==> config.mk <==
export PLATFORM = sky130hd
export DESIGN_NAME = ppu_ctrl
export DESIGN_NICKNAME = d
export VERILOG_FILES = /design/src/hw/rtl/ppu_pkg.sv /design/src/hw/rtl/ppu_ctrl.sv
export SDC_FILE = /design/constraint.sdc
export NUM_CORES = 1
export LEC_CHECK = 0
export ABC_AREA = 0
export BUFFER_PORTS_ARGS = -buffer_cell sky130_fd_sc_hd__buf_4
export CELL_PAD_IN_SITES_DETAIL_PLACEMENT = 0
export CELL_PAD_IN_SITES_GLOBAL_PLACEMENT = 1
export CORE_UTILIZATION = 30
export DETAILED_ROUTE_END_ITERATION = 12
export PLACE_DENSITY_LB_ADDON = 0.12
export SLEW_MARGIN = 20
export SYNTH_ARGS = -nofsm -noshare
export SYNTH_HDL_FRONTEND = slang
export SYNTH_SLANG_ARGS = --single-unit
==> constraint.sdc <==
create_clock -name clk_i -period 2 [get_ports clk_i]
set_clock_uncertainty 0.2 [all_clocks]
set_input_delay 0.3 -clock clk_i [delete_from_list [all_inputs] [get_ports clk_i]]
set_output_delay 0.3 -clock clk_i [all_outputs]
set_load 0.02 [all_outputs]
==> src/hw/rtl/ppu_pkg.sv <==
// ----------------------------------------------------------------------------
// ppu_pkg
// Shared types, constants and helpers of the particle pool update block.
// ----------------------------------------------------------------------------
`default_nettype none
package ppu_pkg;

  localparam int unsigned POOL_SIZE_DEF = 2048;
  localparam logic [16:0] ONE_Q16       = 17'd65536;

  typedef enum logic [1:0] {
    FUNC_SPAWN = 2'd0,
    FUNC_TICK  = 2'd1,
    FUNC_READ  = 2'd2,
    FUNC_NOP   = 2'd3
  } func_e;

  typedef enum logic [3:0] {
    ST_IDLE,
    ST_SPAWN,
    ST_RD_ISSUE,
    ST_RD_WAIT,
    ST_TK_READ,
    ST_TK_LOAD,
    ST_TK_MATH,
    ST_TK_DIV,
    ST_TK_WRITE,
    ST_CP_READ,
    ST_CP_LOAD,
    ST_CP_CHECK,
    ST_CP_MOVE,
    ST_DONE
  } state_e;

  // Input beat
  typedef struct packed {
    logic [1:0]  func;
    logic [63:0] start_pos;
    logic [63:0] start_vel;
    logic [63:0] accel;
    logic [31:0] drag_rate;
    logic [31:0] life_span;
    logic [31:0] fade_begin;
    logic [15:0] sprite_id;
    logic [31:0] camera_mask;
    logic signed [7:0] draw_layer;
    logic [15:0] step_time;
    logic [10:0] entry_index;
  } in_beat_t;

  // Result beat
  typedef struct packed {
    logic        accepted;
    logic [11:0] live_count;
    logic        entry_valid;
    logic [63:0] prev_position;
    logic [63:0] position;
    logic [16:0] alpha;
    logic [15:0] sprite_out;
    logic [31:0] camera_out;
    logic signed [7:0] layer_out;
  } out_beat_t;

  // One full pool entry as it sits in the memories
  typedef struct packed {
    logic [63:0] pos;
    logic [63:0] prev;
    logic [63:0] vel;
    logic [63:0] acc;
    logic [31:0] drag;
    logic [31:0] life;
    logic [31:0] age;
    logic [31:0] fade;
    logic [16:0] alpha;
    logic [55:0] tag;
  } entry_t;

  localparam int unsigned ENTRY_W = $bits(entry_t);

  // Controller to datapath
  typedef struct packed {
    logic latch_in;      // capture the input beat
    logic spawn_wr;      // write spawn entry at count
    logic rd_issue;      // read address = entry_index
    logic tk_issue;      // read address = index counter
    logic tk_load;       // capture read data into work register
    logic tk_math;       // run age/velocity stage; position follows
    logic div_start;     // start fade divider
    logic div_step;      // one divider step
    logic tk_write;      // write work register back at index
    logic idx_clr;       // index counter to zero
    logic idx_inc;       // advance index counter
    logic cp_issue_last; // read address = count - 1
    logic cp_move;       // write read data (last entry) at index, count--
    logic cnt_inc;
    logic res_load_rd;   // build result from read data
    logic res_load_st;   // build status-only result
  } cmd_t;

  // Datapath to controller
  typedef struct packed {
    logic        full;
    logic        rd_in_range;
    logic        idx_at_end;   // index >= count
    logic        dead;         // work entry age >= life
    logic        need_div;     // fade interpolation needed
    logic        div_done;
    logic [1:0]  func;
  } sts_t;

  // floor(a*b/65536) with a signed 32 and b signed 33, wrapped to 32 bits
  function automatic logic [31:0] mul_floor(input logic signed [31:0] a,
                                            input logic signed [32:0] b);
    logic signed [64:0] p;
    begin
      p = 65'(a) * 65'(b);
      mul_floor = p[47:16];
    end
  endfunction

endpackage
`default_nettype wire

==> src/hw/rtl/ppu_ctrl.sv <==
// ----------------------------------------------------------------------------
// ppu_ctrl
// Sequencer for spawn, read and the two tick passes (update, compaction).
// ----------------------------------------------------------------------------
`default_nettype none
module ppu_ctrl (
  input  wire            clk_i,
  input  wire            rst_ni,
  input  wire            in_valid_i,
  output logic           in_ready_o,
  output logic           out_valid_o,
  input  wire            out_ready_i,
  input  ppu_pkg::sts_t  sts_i,
  output ppu_pkg::cmd_t  cmd_o
);
  import ppu_pkg::*;

  state_e state_q, state_d;

  always_ff @(posedge clk_i or negedge rst_ni) begin
    if (!rst_ni) begin
      state_q <= ST_IDLE;
    end else begin
      state_q <= state_d;
    end
  end

  // next state and commands
  always_comb begin
    state_d     = state_q;
    cmd_o       = '0;
    in_ready_o  = 1'b0;
    out_valid_o = 1'b0;
    case (state_q)
      ST_IDLE: begin
        in_ready_o = 1'b1;
        if (in_valid_i) begin
          cmd_o.latch_in = 1'b1;
          state_d = ST_SPAWN;
        end
      end
      ST_SPAWN: begin
        // dispatch on the latched function
        case (func_e'(sts_i.func))
          FUNC_SPAWN: begin
            if (!sts_i.full) begin
              cmd_o.spawn_wr = 1'b1;
              cmd_o.cnt_inc  = 1'b1;
            end
            cmd_o.res_load_st = 1'b1;
            state_d = ST_DONE;
          end
          FUNC_TICK: begin
            cmd_o.idx_clr = 1'b1;
            state_d = ST_TK_READ;
          end
          FUNC_READ: begin
            cmd_o.rd_issue = 1'b1;
            state_d = ST_RD_WAIT;
          end
          default: begin
            cmd_o.res_load_st = 1'b1;
            state_d = ST_DONE;
          end
        endcase
      end
      ST_RD_ISSUE: begin
        cmd_o.rd_issue = 1'b1;
        state_d = ST_RD_WAIT;
      end
      ST_RD_WAIT: begin
        cmd_o.res_load_rd = 1'b1;
        state_d = ST_DONE;
      end
      // update pass
      ST_TK_READ: begin
        if (sts_i.idx_at_end) begin
          cmd_o.idx_clr = 1'b1;
          state_d = ST_CP_READ;
        end else begin
          cmd_o.tk_issue = 1'b1;
          state_d = ST_TK_LOAD;
        end
      end
      ST_TK_LOAD: begin
        cmd_o.tk_load = 1'b1;
        state_d = ST_TK_MATH;
      end
      ST_TK_MATH: begin
        cmd_o.tk_math = 1'b1;
        state_d = ST_TK_DIV;
      end
      ST_TK_DIV: begin
        if (sts_i.need_div) begin
          cmd_o.div_start = 1'b1;
          state_d = ST_TK_WRITE;
        end else begin
          cmd_o.tk_write = 1'b1;
          cmd_o.idx_inc  = 1'b1;
          state_d = ST_TK_READ;
        end
      end
      ST_TK_WRITE: begin
        if (sts_i.div_done) begin
          cmd_o.tk_write = 1'b1;
          cmd_o.idx_inc  = 1'b1;
          state_d = ST_TK_READ;
        end else begin
          cmd_o.div_step = 1'b1;
        end
      end
      // compaction pass
      ST_CP_READ: begin
        if (sts_i.idx_at_end) begin
          cmd_o.res_load_st = 1'b1;
          state_d = ST_DONE;
        end else begin
          cmd_o.tk_issue = 1'b1;
          state_d = ST_CP_LOAD;
        end
      end
      ST_CP_LOAD: begin
        cmd_o.tk_load = 1'b1;
        state_d = ST_CP_CHECK;
      end
      ST_CP_CHECK: begin
        if (sts_i.dead) begin
          cmd_o.cp_issue_last = 1'b1;
          state_d = ST_CP_MOVE;
        end else begin
          cmd_o.idx_inc = 1'b1;
          state_d = ST_CP_READ;
        end
      end
      ST_CP_MOVE: begin
        cmd_o.tk_load = 1'b1;
        cmd_o.cp_move = 1'b1;
        state_d = ST_CP_READ;
      end
      ST_DONE: begin
        out_valid_o = 1'b1;
        if (out_ready_i) begin
          state_d = ST_IDLE;
        end
      end
      default: state_d = ST_IDLE;
    endcase
  end

  // checks
  a_one_side: assert property (@(posedge clk_i) disable iff (!rst_ni)
    !(in_ready_o && out_valid_o)) else $error("ready while result pending");
  a_div_only_in_tick: assert property (@(posedge clk_i) disable iff (!rst_ni)
    cmd_o.div_step |-> state_q == ST_TK_WRITE) else $error("stray divider step");
  a_move_after_check: assert property (@(posedge clk_i) disable iff (!rst_ni)
    cmd_o.cp_move |-> $past(state_q) == ST_CP_CHECK) else $error("bad move");
endmodule
`default_nettype wire

==> run summary, run 1 <==
The growth of design area from synthesis to finish was 64.9%. The run gives 6.6% as the clock network fraction of design power. The worst setup path is captured at an output port. The CTS sink count was 4. For this run, the total global-route usage over all layers was measured as 17.4%. The register share of total power was 13.6%; the largest driver fanout on the critical path was 6. Summing every instance area after synthesis gives 623 um2.

TritonCTS built the clock tree. Before CTS, the worst setup slack after placement is 157 ps. For the data arrival time of the critical path, the log shows 1520 ps. The flow ran to the end, but the final reports show violations. sky130_fd_sc_hd__a21oi_1 is the most common cell in the netlist.

The max-slew violation count is 0. Counting flops with a built-in enable in the synthesized netlist gives 0. Across the run, the number of max-cap violations was 0. Summing the areas of all xor and xnor instances in the mapped netlist gives 1.41% of the synthesized area. In this run the clock root is driven by a sky130_fd_sc_hd__clkbuf_4.

The final setup violation count was 1; the fraction of synthesis flops using an asynchronous set or reset pin was 100%. The post-layout minimum cycle time is 2020 ps. After synthesis, the largest family of logic cells by area is simple AND/OR/NAND/NOR gates.

The initial antenna violation count was 0. The logs give 16.1% for the part of the Yosys area used for sequential elements and 31.8% for the starting density of the core. The checks that failed: negative setup slack. Counting every instance in the synthesized netlist gives 92. The tools report the total core area as 1960 um2.

Element type at the critical path start: a flip-flop. The Yosys step of the flow raised 0 warnings. More flip-flops sit in one register than any other, and that register is state_q. The commonest cells after synthesis are sky130_fd_sc_hd__a21oi_1, sky130_fd_sc_hd__nand2_1, sky130_fd_sc_hd__nor2_1. 0 antenna diodes ended up in the layout. Setup repair after global routing could not meet its margin everywhere. The floorplan step set the die height to 47.6 um. For this run, the post-layout net count is 148. The maximum buffer depth of the clock tree was 2. For this design the top-level I/O count stands at 30. The die is 47.6 um wide.

The class of the tightest hold or removal check is in2async. The synthesized netlist devotes 8.03% of its cell area to adder and majority cells. Across the VDD grid, the largest voltage drop is 0.000654 V. Summed over all nets, the half-perimeter wirelength after detailed placement is 1410 um. The overflow left after global routing is 0. In the final routed layout, each cell accounts on average for 12.3 um.

Clock-pin slew was measured on the worst setup and hold paths at 40 ps. Entering global routing, the biggest net connects 16 pins. The number of failing hold endpoints at the final stage was 0. The cell accounting for the most synthesized area was sky130_fd_sc_hd__dfrtp_1. For the filler cell count in the final layout, the log shows 231. The post-route netlist has 48.5% of its cells at a drive strength greater than 1.

After routing, the total negative slack on setup checks comes to -20.1 ps. The final critical-path setup slack is -20.1 ps. The final wirelength is 1940 um. In this run the static leakage power is 0.000487 uW. The flip-flop cell with the highest count after synthesis was sky130_fd_sc_hd__dfrtp_1.

The critical path is of the reg2out type. The routed layout has 822 vias. The register with the most flip-flops in the layout has 4 of them. The ratio of routed vias to standard cells was 5.24; the cell row count was 16. The combinational group share of total power is 79.8%.

Counting flops and latches in the post-synthesis netlist gives 4. The logs give 80.8% for the worst slew margin relative to its limit and 3 for the TritonCTS buffer count. The congestion estimate from routability-driven global placement came to 0.736.

At the worst endpoint, the required time is 1500 ps. The post-synthesis compound-gate area fraction was 30.9%. The transition time of the tightest slew-check pin was 286 ps. The die area was 2260 um2; the net switching share of the total power was 50.3%.

For this design the ratio of total power to cell area is 1490 nW/um2. Via count of the first global-routing pass: 628. The top cell type by area accounts for 16.1% of the synthesized area. The DRC violations left was 0. Dividing the synthesized area by the synthesized cell count gives 6.77 um2.

In this run the power spent charging and discharging nets is 769 uW. The finished layout holds 157 standard cells, fillers aside. The tools report the number of cells in the design after placement as 148.

Static timing analysis puts the maximum clock frequency at 495 MHz. After synthesis, the cell types taking the most area are sky130_fd_sc_hd__dfrtp_1, sky130_fd_sc_hd__a21oi_1, sky130_fd_sc_hd__ha_1, sky130_fd_sc_hd__nor3_1, sky130_fd_sc_hd__nor2b_1. The simple-gate share of the synthesized area is 32.5%. During placement, the flow inserted port buffers numbering 28. In the final layout, the registers with the most flip-flops are state_q x4. For the number of detailed-route iterations in the first pass, the log shows 4. The share of the clock period used by the worst path is 101%, and the count of nets left with antenna violations after detail routing is 0.

For the number of different library cells in the post-synthesis netlist, the log shows 34. For the count of routing violations after the opening detailed-route iteration, the log shows 15. The global-route wire length before repair was 2810 um; the number of H-tree levels was 1.

The number of nets handed over by synthesis was 108. The post-route total power is 1530 uW, and the multiplexer share of the synthesized area is 0%. The clock reaches the later pin of the worst-skew pair after 240 ps.

Cell internal power was estimated by the tool at 760 uW.
-- power groups by stage --
stage          logic, uW  registers [uW]  clock network [uW]
2_1_floorplan        750             161                   0
3_3_place_gp        1050             219                   0
3_5_place_dp        1050             218                   0
4_1_cts             1120             213                 106
5_1_grt             1330             219                 119
6_report            1220             209                 101
-- cells by family (layout without fill, tap and decap cells) --
family / after synthesis / after routing
buffers and inverters: 15 / 53
AOI/OAI and AO/OA: 29 / 29
and+or+nand+nor: 39 / 39
adders and majority gates: 4 / 4
xor gates and xnor gates: 1 / 1
DFF: 4 / 4
-- what timing repair did --
action,in CTS,in global routing
endpoints found under the setup margin,6,8
setup buffers,2,3
endpoints found under the hold margin,4,0
hold buffers,1,0
pin swaps,1,4
gates resized for setup,8,9
-- critical path: stages (launching register included) --
cell and delay [ps]:
sky130_fd_sc_hd__dfrtp_2 430, sky130_fd_sc_hd__or4_4 550, sky130_fd_sc_hd__inv_2 70, sky130_fd_sc_hd__and2_4 130
sky130_fd_sc_hd__buf_6 110
-- cells in the final DEF, fill, tap and decap left out, drive strengths merged, types with 2 or more instances in the layout --
| cell | count |
|---|---|
| clkbuf | 3 |
| o31ai | 2 |
| nand2b | 3 |
| nor2b | 5 |
| dfrtp | 4 |
| nand2 | 8 |
| ha | 4 |
| o21ai | 5 |
| inv | 8 |
| buf | 41 |
| a31oi | 2 |
| nor2 | 8 |
| a21oi | 10 |
| and2 | 2 |
| o22ai | 3 |
| nor3 | 7 |
-- cell type report --
| cell class | instances | area, um2 | area share (%) |
|---|---|---|---|
| Multi-Input combinational cell | 73 | 509 | 49.6 |
| Inverter | 8 | 32.5 | 3.17 |
| Clock buffer | 3 | 22.5 | 2.19 |
| Timing Repair Buffer | 42 | 325 | 31.7 |
| Sequential cell | 4 | 104 | 10.1 |
| Tap cell | 27 | 33.8 | 3.29 |
-- through the flow --
stage	hold WS, ps	area (um2)	util (%)
floorplan	-196	634	-
global placement	-105	900	45.9
detailed placement	-104	900	45.9
CTS	193	967	49.3
global route	200	1030	52.4
finish	198	1030	52.4
-- routing by layer --
metal,track usage [%],wire length [um],vias up
li1,-,-,408
met4,0,0,0
met3,4.53,106,0
met5,0,0,-
met1,23.8,881,389
met2,29.3,951,25
-- path summary, 6_finish.rpt --
| check | startpoint | to | cells past startpoint | slack, ps |
|---|---|---|---|---|
| min | rst_ni | state_q[0] | 2 | 200 |
| max | state_q[3] | cmd_o[15] | 4 | -20 |
| min reg2reg | state_q[0] | state_q[3] | 2 | 530 |
| min in group clk_i | out_ready_i | state_q[2] | 3 | 200 |
| max in group asynchronous | rst_ni | state_q[1] | 2 | 1290 |
| max reg2reg | state_q[3] | state_q[0] | 5 | 170 |
Power figures use the tool's default switching activity.
==> inputs of run 2 (changes only) <==
--- a/config.mk
+++ b/config.mk
@@ -6,12 +6,13 @@
 export NUM_CORES = 1
 export LEC_CHECK = 0
 export ABC_AREA = 0
-export BUFFER_PORTS_ARGS = -buffer_cell sky130_fd_sc_hd__buf_4
+export BUFFER_PORTS_ARGS = -buffer_cell sky130_fd_sc_hd__clkbuf_2
 export CELL_PAD_IN_SITES_DETAIL_PLACEMENT = 0
 export CELL_PAD_IN_SITES_GLOBAL_PLACEMENT = 1
 export CORE_UTILIZATION = 30
 export DETAILED_ROUTE_END_ITERATION = 12
 export PLACE_DENSITY_LB_ADDON = 0.12
+export SETUP_SLACK_MARGIN = 0.5
 export SLEW_MARGIN = 20
 export SYNTH_ARGS = -nofsm -noshare
 export SYNTH_HDL_FRONTEND = slang
==> constraint.sdc (replaced) <==
create_clock -name clk_i -period 1.96 [get_ports clk_i]
set_clock_uncertainty 0.2 [all_clocks]
set_input_delay 0.294 -clock clk_i [delete_from_list [all_inputs] [get_ports clk_i]]
set_output_delay 0.294 -clock clk_i [all_outputs]
set_load 0.02 [all_outputs]
==> run 2 against run 1 <==
The run still ends with negative setup slack left. Sequential share of layout area is 2.9 points lower. Sequential cell count stayed put. Cell area is 38% higher. Cell count is 10% higher. Clock power hardly changed. Die area stayed put. Largest cell class unchanged.
==> run summary, run 2 (synthesized netlist as in run 1, its figures left out) <==
The final estimated routing congestion in global placement is 0.828 (+12%). The required time at the worst-slack endpoint is 1470 ps (-30 ps). Counting flops per register, the top entry is state_q. By startpoint and endpoint, the worst setup path is classified as reg2out.

For the final antenna diode count, the log shows 0 (unchanged). The final setup violation count was 3 (+2). The final wirelength was 2420 um (+25%). The top-level I/O count is 30 (unchanged).

The via count of the first global-routing pass is 751 (+20%). The count of max-cap constraint violations is 0 (unchanged). The maximum buffer depth of the clock tree is 2 (unchanged), and the detailed-route wire length per cell is 14.0 um (+13%). The run gives 21 (+6) as the count of routing violations after the opening detailed-route iteration. TritonCTS built the clock tree.

The starting density of the core was 31.8% (unchanged). The net switching share of the total power is 47.9% (-2.4 points), and the peak supply drop is 0.000803 V (+23%). For the number of cells in the design after placement, the log shows 151 (+2.0%). The global-route wire length before repair is 3200 um (+14%), and the DRC violations left is 0 (unchanged).

The share of post-route cells with drive strength above 1 is 72.6% (+24 points). The library cell used most frequently in the layout, excluding fill and tap cells, is sky130_fd_sc_hd__buf_4. The tools report the cell row count as 16 (unchanged). The top cell types in the final layout, fill and taps aside, are sky130_fd_sc_hd__buf_4, sky130_fd_sc_hd__clkbuf_2, sky130_fd_sc_hd__buf_6, sky130_fd_sc_hd__a21oi_1.

Of the available clock period, the critical path in the final layout requires 103%. The overflow left after global routing is 0 (unchanged), and the final critical-path setup slack is -59.0 ps (-38.8 ps). The leakage power came out at 0.000657 uW (+35%). In the final layout, the registers with the most flip-flops are state_q x4. The tools report the number of failing hold endpoints at the final stage as 0 (unchanged). Static timing analysis puts the maximum clock frequency at 495 MHz.

Cell type of the slowest stage on the worst timing path: sky130_fd_sc_hd__or4_4. The largest driver fanout on the critical path came out at 3 (-3). The CTS sink count is 4 (unchanged). The transition time of the tightest slew-check pin works out to 247 ps (-38.9 ps). The die area was 2260 um2 (unchanged); the total core area was 1960 um2 (unchanged). The clock network fraction of design power was 4.4% (-2.2 points).

Class of the tightest hold or removal check: in2async. The die boundary height works out to 47.6 um (unchanged). The count of nets left with antenna violations after detail routing is 0 (unchanged), and the internal power contribution is 1220 uW (+61%). The tools report the register share of total power as 8.5% (-5.1 points).

The overall global routing resource usage is 20.1% (+2.7 points). On the critical path the largest part of the delay comes from simple AND/OR/NAND/NOR gates. The number of detailed-route iterations in the first pass came out at 4 (unchanged).

Setup repair after global routing could not meet its margin everywhere. The element type at the critical path start was a flip-flop. The post-detailed-placement cell area was 995 um2 (+11%).

For the post-route cell area, the log shows 1420 um2 (+38%). For the clock latency reported for the late side of the worst-skew pair, the log shows 240 ps (about the same). The initial antenna violation count came out at 0 (unchanged). The checks that failed: negative setup slack.

The flip-flop count of the largest register after layout was 4 (unchanged); the clock-pin transition on the worst setup and hold timing paths was 40 ps (about the same). Compared with the post-synthesis result, the final layout area differs by 127%. The count of placed standard cells in the final layout, fillers left out came out at 173 (+10%). The count of vias placed by the detailed router is 904 (+10%). For the max-slew violation count, the log shows 0 (unchanged).

The final layout net count is 164 (+11%), and the count of buffering cells on the critical path with inverters included is 2 (unchanged). For the detailed placer's ending HPWL, the log shows 1500 um (+6.5%). The count of input and output buffers is 28 (unchanged), and the post-layout minimum cycle time is 2020 ps.

The tools report the data arrival time of the critical path as 1520 ps (about the same). The run gives 87.1% (+7.3 points) as the combinational group share of total power. The worst setup path is captured at an output port. The root buffer cell chosen for the clock tree is sky130_fd_sc_hd__clkbuf_4.

The die outline width was 47.6 um (unchanged). The run finished, with violations left. The logs give 83.5% (+2.8 points) for the worst slew margin relative to its limit and 18 (+2) for the pin count of the biggest net entering global routing. The highest cell delay on the worst timing path was 560 ps (about the same); the net switching power was 1130 uW (+47%). The number of H-tree levels is 1 (unchanged). Ratio of routed vias to standard cells: 5.23 (-0.20%). The signal on the critical path passes through or4_4, inv_4, and2_4, buf_8. The final core utilization is 72.2% (+20 points).

The power density over the cells was 1660 nW/um2 (+12%). The TritonCTS buffer count is 3 (unchanged).
run 2: changes by cell type in the layout (fill, tap and decap cells not counted), sizes merged:
| cell | change |
|---|---|
| clkbuf | +17 |
| buf | -1 |
run 2: routing by layer:
metal | GRT usage, % | vias up | routed length [um]
met5 | 0 | - | 0
met1 | 26.5 | 427 | 953
met3 | 2.26 | 6 | 92
met4 | 5.00 | 0 | 53
li1 | - | 441 | -
met2 | 34.8 | 30 | 1320
run 2: power groups by stage:
stage               logic, uW  registers (uW)  clock network, uW
floorplan                1030             170                  0
global placement         1320             176                  0
detailed placement       1320             178                  0
CTS                      1710             184                107
global route             2170             207                115
finish                   2050             199                104
run 2: worst paths after layout:
kind | from | slack [ps] | endpoint | cells after the start
hold reg to reg | state_q[3] | 590 | state_q[3] | 3
setup reg to reg | state_q[0] | 60 | state_q[2] | 7
setup / recovery | state_q[3] | -60 | cmd_o[15] | 4
max in group asynchronous | rst_ni | 1230 | state_q[0] | 2
hold / removal | rst_ni | 190 | state_q[1] | 2
min in group clk_i | out_ready_i | 240 | state_q[2] | 3
run 2: metrics by stage:
step	TNS, ps	power (uW)	worst slack [ps]	hold WS, ps
floorplan	0	1200	154	-202
global placement	0	1490	180	-102
detailed placement	0	1500	163	-99.7
CTS	-92.9	2010	-43.8	191
global route	-471	2490	-98.3	227
finish	-95.0	2350	-59.0	195
run 2: final cells by class:
class                      instances  area [um2]
multi-input combinational         73         709
fill                             171         546
timing repair buffer              58         505
sequential                         4         103
inverter                           8        42.5
tap                               27        33.8
clock buffer                       3        22.5
run 2: repair_timing:
action / CTS / global route
hold buffers: 1 / 0
cloned: 0 / 1
gates resized for setup: 44 / 31
setup endpoints to repair: 22 / 22
pin swaps: 1 / 11
setup buffers: 10 / 7
endpoints found under the hold margin: 4 / 0
==> inputs of run 3 (changes only) <==
--- a/config.mk
+++ b/config.mk
@@ -9,6 +9,7 @@
 export BUFFER_PORTS_ARGS = -buffer_cell sky130_fd_sc_hd__clkbuf_2
 export CELL_PAD_IN_SITES_DETAIL_PLACEMENT = 0
 export CELL_PAD_IN_SITES_GLOBAL_PLACEMENT = 1
+export CORE_ASPECT_RATIO = 1.2
 export CORE_UTILIZATION = 30
 export DETAILED_ROUTE_END_ITERATION = 12
 export PLACE_DENSITY_LB_ADDON = 0.12
==> run 3 against run 2 <==
The flow finishes with violations (design-rule violations, negative setup slack). Global-route usage down 0.59 points. Total power rose by 3.5%. Die area is essentially flat. Critical path depth unchanged. Combinational power up 4%. Sequential cell count did not move.
==> run summary, run 3 (synthesized netlist as in run 1, its figures left out) <==
The run finished, with violations left. The checks that failed: design-rule violations, negative setup slack. The clock-pin transition on the worst setup and hold timing paths is 40 ps (about the same).

The CTS root buffer was sky130_fd_sc_hd__clkbuf_4. The net switching power came out at 1140 uW (+1.3%). The count of vias placed by the detailed router is 892 (-1.3%), and the top-level I/O count is 30 (unchanged). The endpoint type of the worst setup path is an output port. TritonCTS built the clock tree.

The run gives 0 (unchanged) as the max-slew violation count. Count of nets left with antenna violations after detail routing: 0 (unchanged). Clock network fraction of design power: 4.0% (-0.4 points). For the initial antenna violation count, the log shows 0 (unchanged).

The run gives 8 (+4) as the number of detailed-route iterations in the first pass. The share of the clock period used by the worst path is 101% (-1.5 points). The tools report the combinational group share of total power as 87.4% (+0.3 points). The CTS sink count is 4 (unchanged), and the growth of design area from synthesis to finish is 135%. The die outline width was 43.6 um (-8.3%).

The count of input and output buffers was 28 (unchanged); the via count of the first global-routing pass was 795 (+5.9%). The largest driver fanout on the critical path is 5 (+2). The number of H-tree levels is 1 (unchanged). The number of failing hold endpoints at the final stage was 0 (unchanged). The run gives 3 (unchanged) as the TritonCTS buffer count.

The final antenna diode count is 0 (unchanged), and the final layout net count is 164 (unchanged). The transition time of the tightest slew-check pin came out at 233 ps (-14.4 ps). The logs give 1290 uW (+5.5%) for the internal power contribution and 230 ps (about the same) for the clock latency reported for the late side of the worst-skew pair.

The detailed placer's ending HPWL was 1540 um (+2.6%). More flip-flops sit in one register than any other, and that register is state_q. The post-route cell area is 1460 um2 (+3.2%). The net switching share of the total power was 46.9% (-0.99 points); the flip-flop count of the largest register after layout was 4 (unchanged).

The overflow left after global routing was 0 (unchanged); the maximum buffer depth of the clock tree was 2 (unchanged). The logs give 0 (unchanged) for the count of max-cap constraint violations and 135 (-21%) for the filler cell count in the final layout. The power density over the cells was 1670 nW/um2 (+0.29%); the peak supply drop was 0.000806 V (+0.39%). The detailed-route wire length per cell is 14.2 um (+1.6%). Setup repair after global routing could not meet its margin everywhere. The ratio of routed vias to standard cells works out to 5.41 (+3.5%). The share of post-route cells with drive strength above 1 came out at 70.5% (-2.1 points).

The worst hold path belongs to the class in2async. Number of cells in the design after placement: 143 (-5.3%). The logs give 1500 ps (-20 ps) for the data arrival time of the critical path and 32.9% (+1.2 points) for the starting density of the core. The worst setup path is launched from a flip-flop.

The smallest hold slack was 199 ps (+4.22 ps); the final setup violation count was 1 (-2). The cell row count was 17 (+1); the count of routing violations after the opening detailed-route iteration was 16 (-24%). The total core area came out at 1890 um2 (-3.5%). The logs give 1470 ps (about the same) for the required time at the worst-slack endpoint and -29.1 ps (+29.8 ps) for the final critical-path setup slack.

The count of placed standard cells in the final layout, fillers left out is 165 (-4.6%). Die area: 2260 um2 (about the same). The DRC violations left was 3 (+3); the die boundary height was 51.9 um (+9.1%). Most common cell after layout, fill and taps aside: sky130_fd_sc_hd__buf_4. The run gives 985 um2 (-1.0%) as the post-detailed-placement cell area.

In the layout the commonest cells are sky130_fd_sc_hd__buf_4, sky130_fd_sc_hd__buf_6, sky130_fd_sc_hd__clkbuf_2, sky130_fd_sc_hd__a21oi_1. In the final layout, the registers with the most flip-flops are state_q x4. The tools report the leakage power as 0.000678 uW (+3.1%). The tools report the maximum clock frequency as 503 MHz (+1.5%).

The overall global routing resource usage was 19.5% (-0.59 points). The tools report the final wirelength as 2340 um (-3.1%). The pin count of the biggest net entering global routing was 13 (-5).

The type of the worst setup path is reg2out. The logs give 3380 um (+5.6%) for the global-route wire length before repair and 84.4% (+0.87 points) for the worst slew margin relative to its limit. The post-layout minimum cycle time works out to 1990 ps (-29.8 ps). The final estimated routing congestion in global placement came out at 0.784 (-5.3%). The register share of total power came out at 8.6% (about the same).
==> run 3: through the flow <==
step                      power, uW  util [%]  setup WS, ps  TNS [ps]
after CTS                      1830      62.3         -27.6     -98.5
final                          2430      77.2         -29.1     -29.1
after floorplan                1200         -           154         0
after detailed placement       1500      52.0           129         0
after global placement         1490      52.0           141         0
after global routing           2570      77.2         -75.1      -250
==> run 3: layout make-up <==
cell class / count / area [um2] / area share (%)
tap: 19 / 23.8 / 1.63
sequential: 4 / 103 / 7.02
clock buffer: 3 / 22.5 / 1.54
inverter: 8 / 47.5 / 3.25
multi-input combinational: 73 / 722 / 49.4
timing repair buffer: 58 / 543 / 37.2
==> run 3: path summary, 6_finish.rpt <==
| check | cells past startpoint | slack [ps] | startpoint | endpoint |
|---|---|---|---|---|
| max | 4 | -30 | state_q[3] | cmd_o[15] |
| min | 2 | 200 | rst_ni | state_q[1] |
| max reg2reg | 6 | 20 | state_q[3] | state_q[0] |
| min reg2reg | 3 | 560 | state_q[1] | state_q[1] |
| max in group asynchronous | 2 | 1230 | rst_ni | state_q[0] |
| min in group clk_i | 3 | 240 | out_ready_i | state_q[2] |
==> run 3: repair_timing <==
action,in CTS,in global routing
pin swaps,2,12
hold endpoints to repair,4,0
hold buffers,1,0
setup endpoints to repair,21,22
gates resized for setup,29,58
setup buffers,7,10
cloned,0,1
==> run 3: power groups by stage <==
| stage | registers (uW) | clock network, uW | logic (uW) |
|---|---|---|---|
| after floorplan | 170 | 0 | 1030 |
| after global placement | 190 | 0 | 1300 |
| after detailed placement | 190 | 0 | 1310 |
| after CTS | 181 | 101 | 1550 |
| after global routing | 213 | 108 | 2250 |
| final | 208 | 97.8 | 2130 |
==> run 3: worst max-delay path, stage by stage (launching register included) <==
cell                      delay (ps)
sky130_fd_sc_hd__dfrtp_2         450
sky130_fd_sc_hd__or4_4           520
sky130_fd_sc_hd__inv_4            70
sky130_fd_sc_hd__and2_4          130
sky130_fd_sc_hd__buf_8           100
==> run 3: metal layers <==
metal  vias to the layer above  global-route usage (%)  wire, um
li1                        445                       -         -
met1                       414                    24.3       968
met2                        33                    35.8      1240
met3                         0                    2.08       132
met4                         0                    3.13         0
met5                         -                       0         0
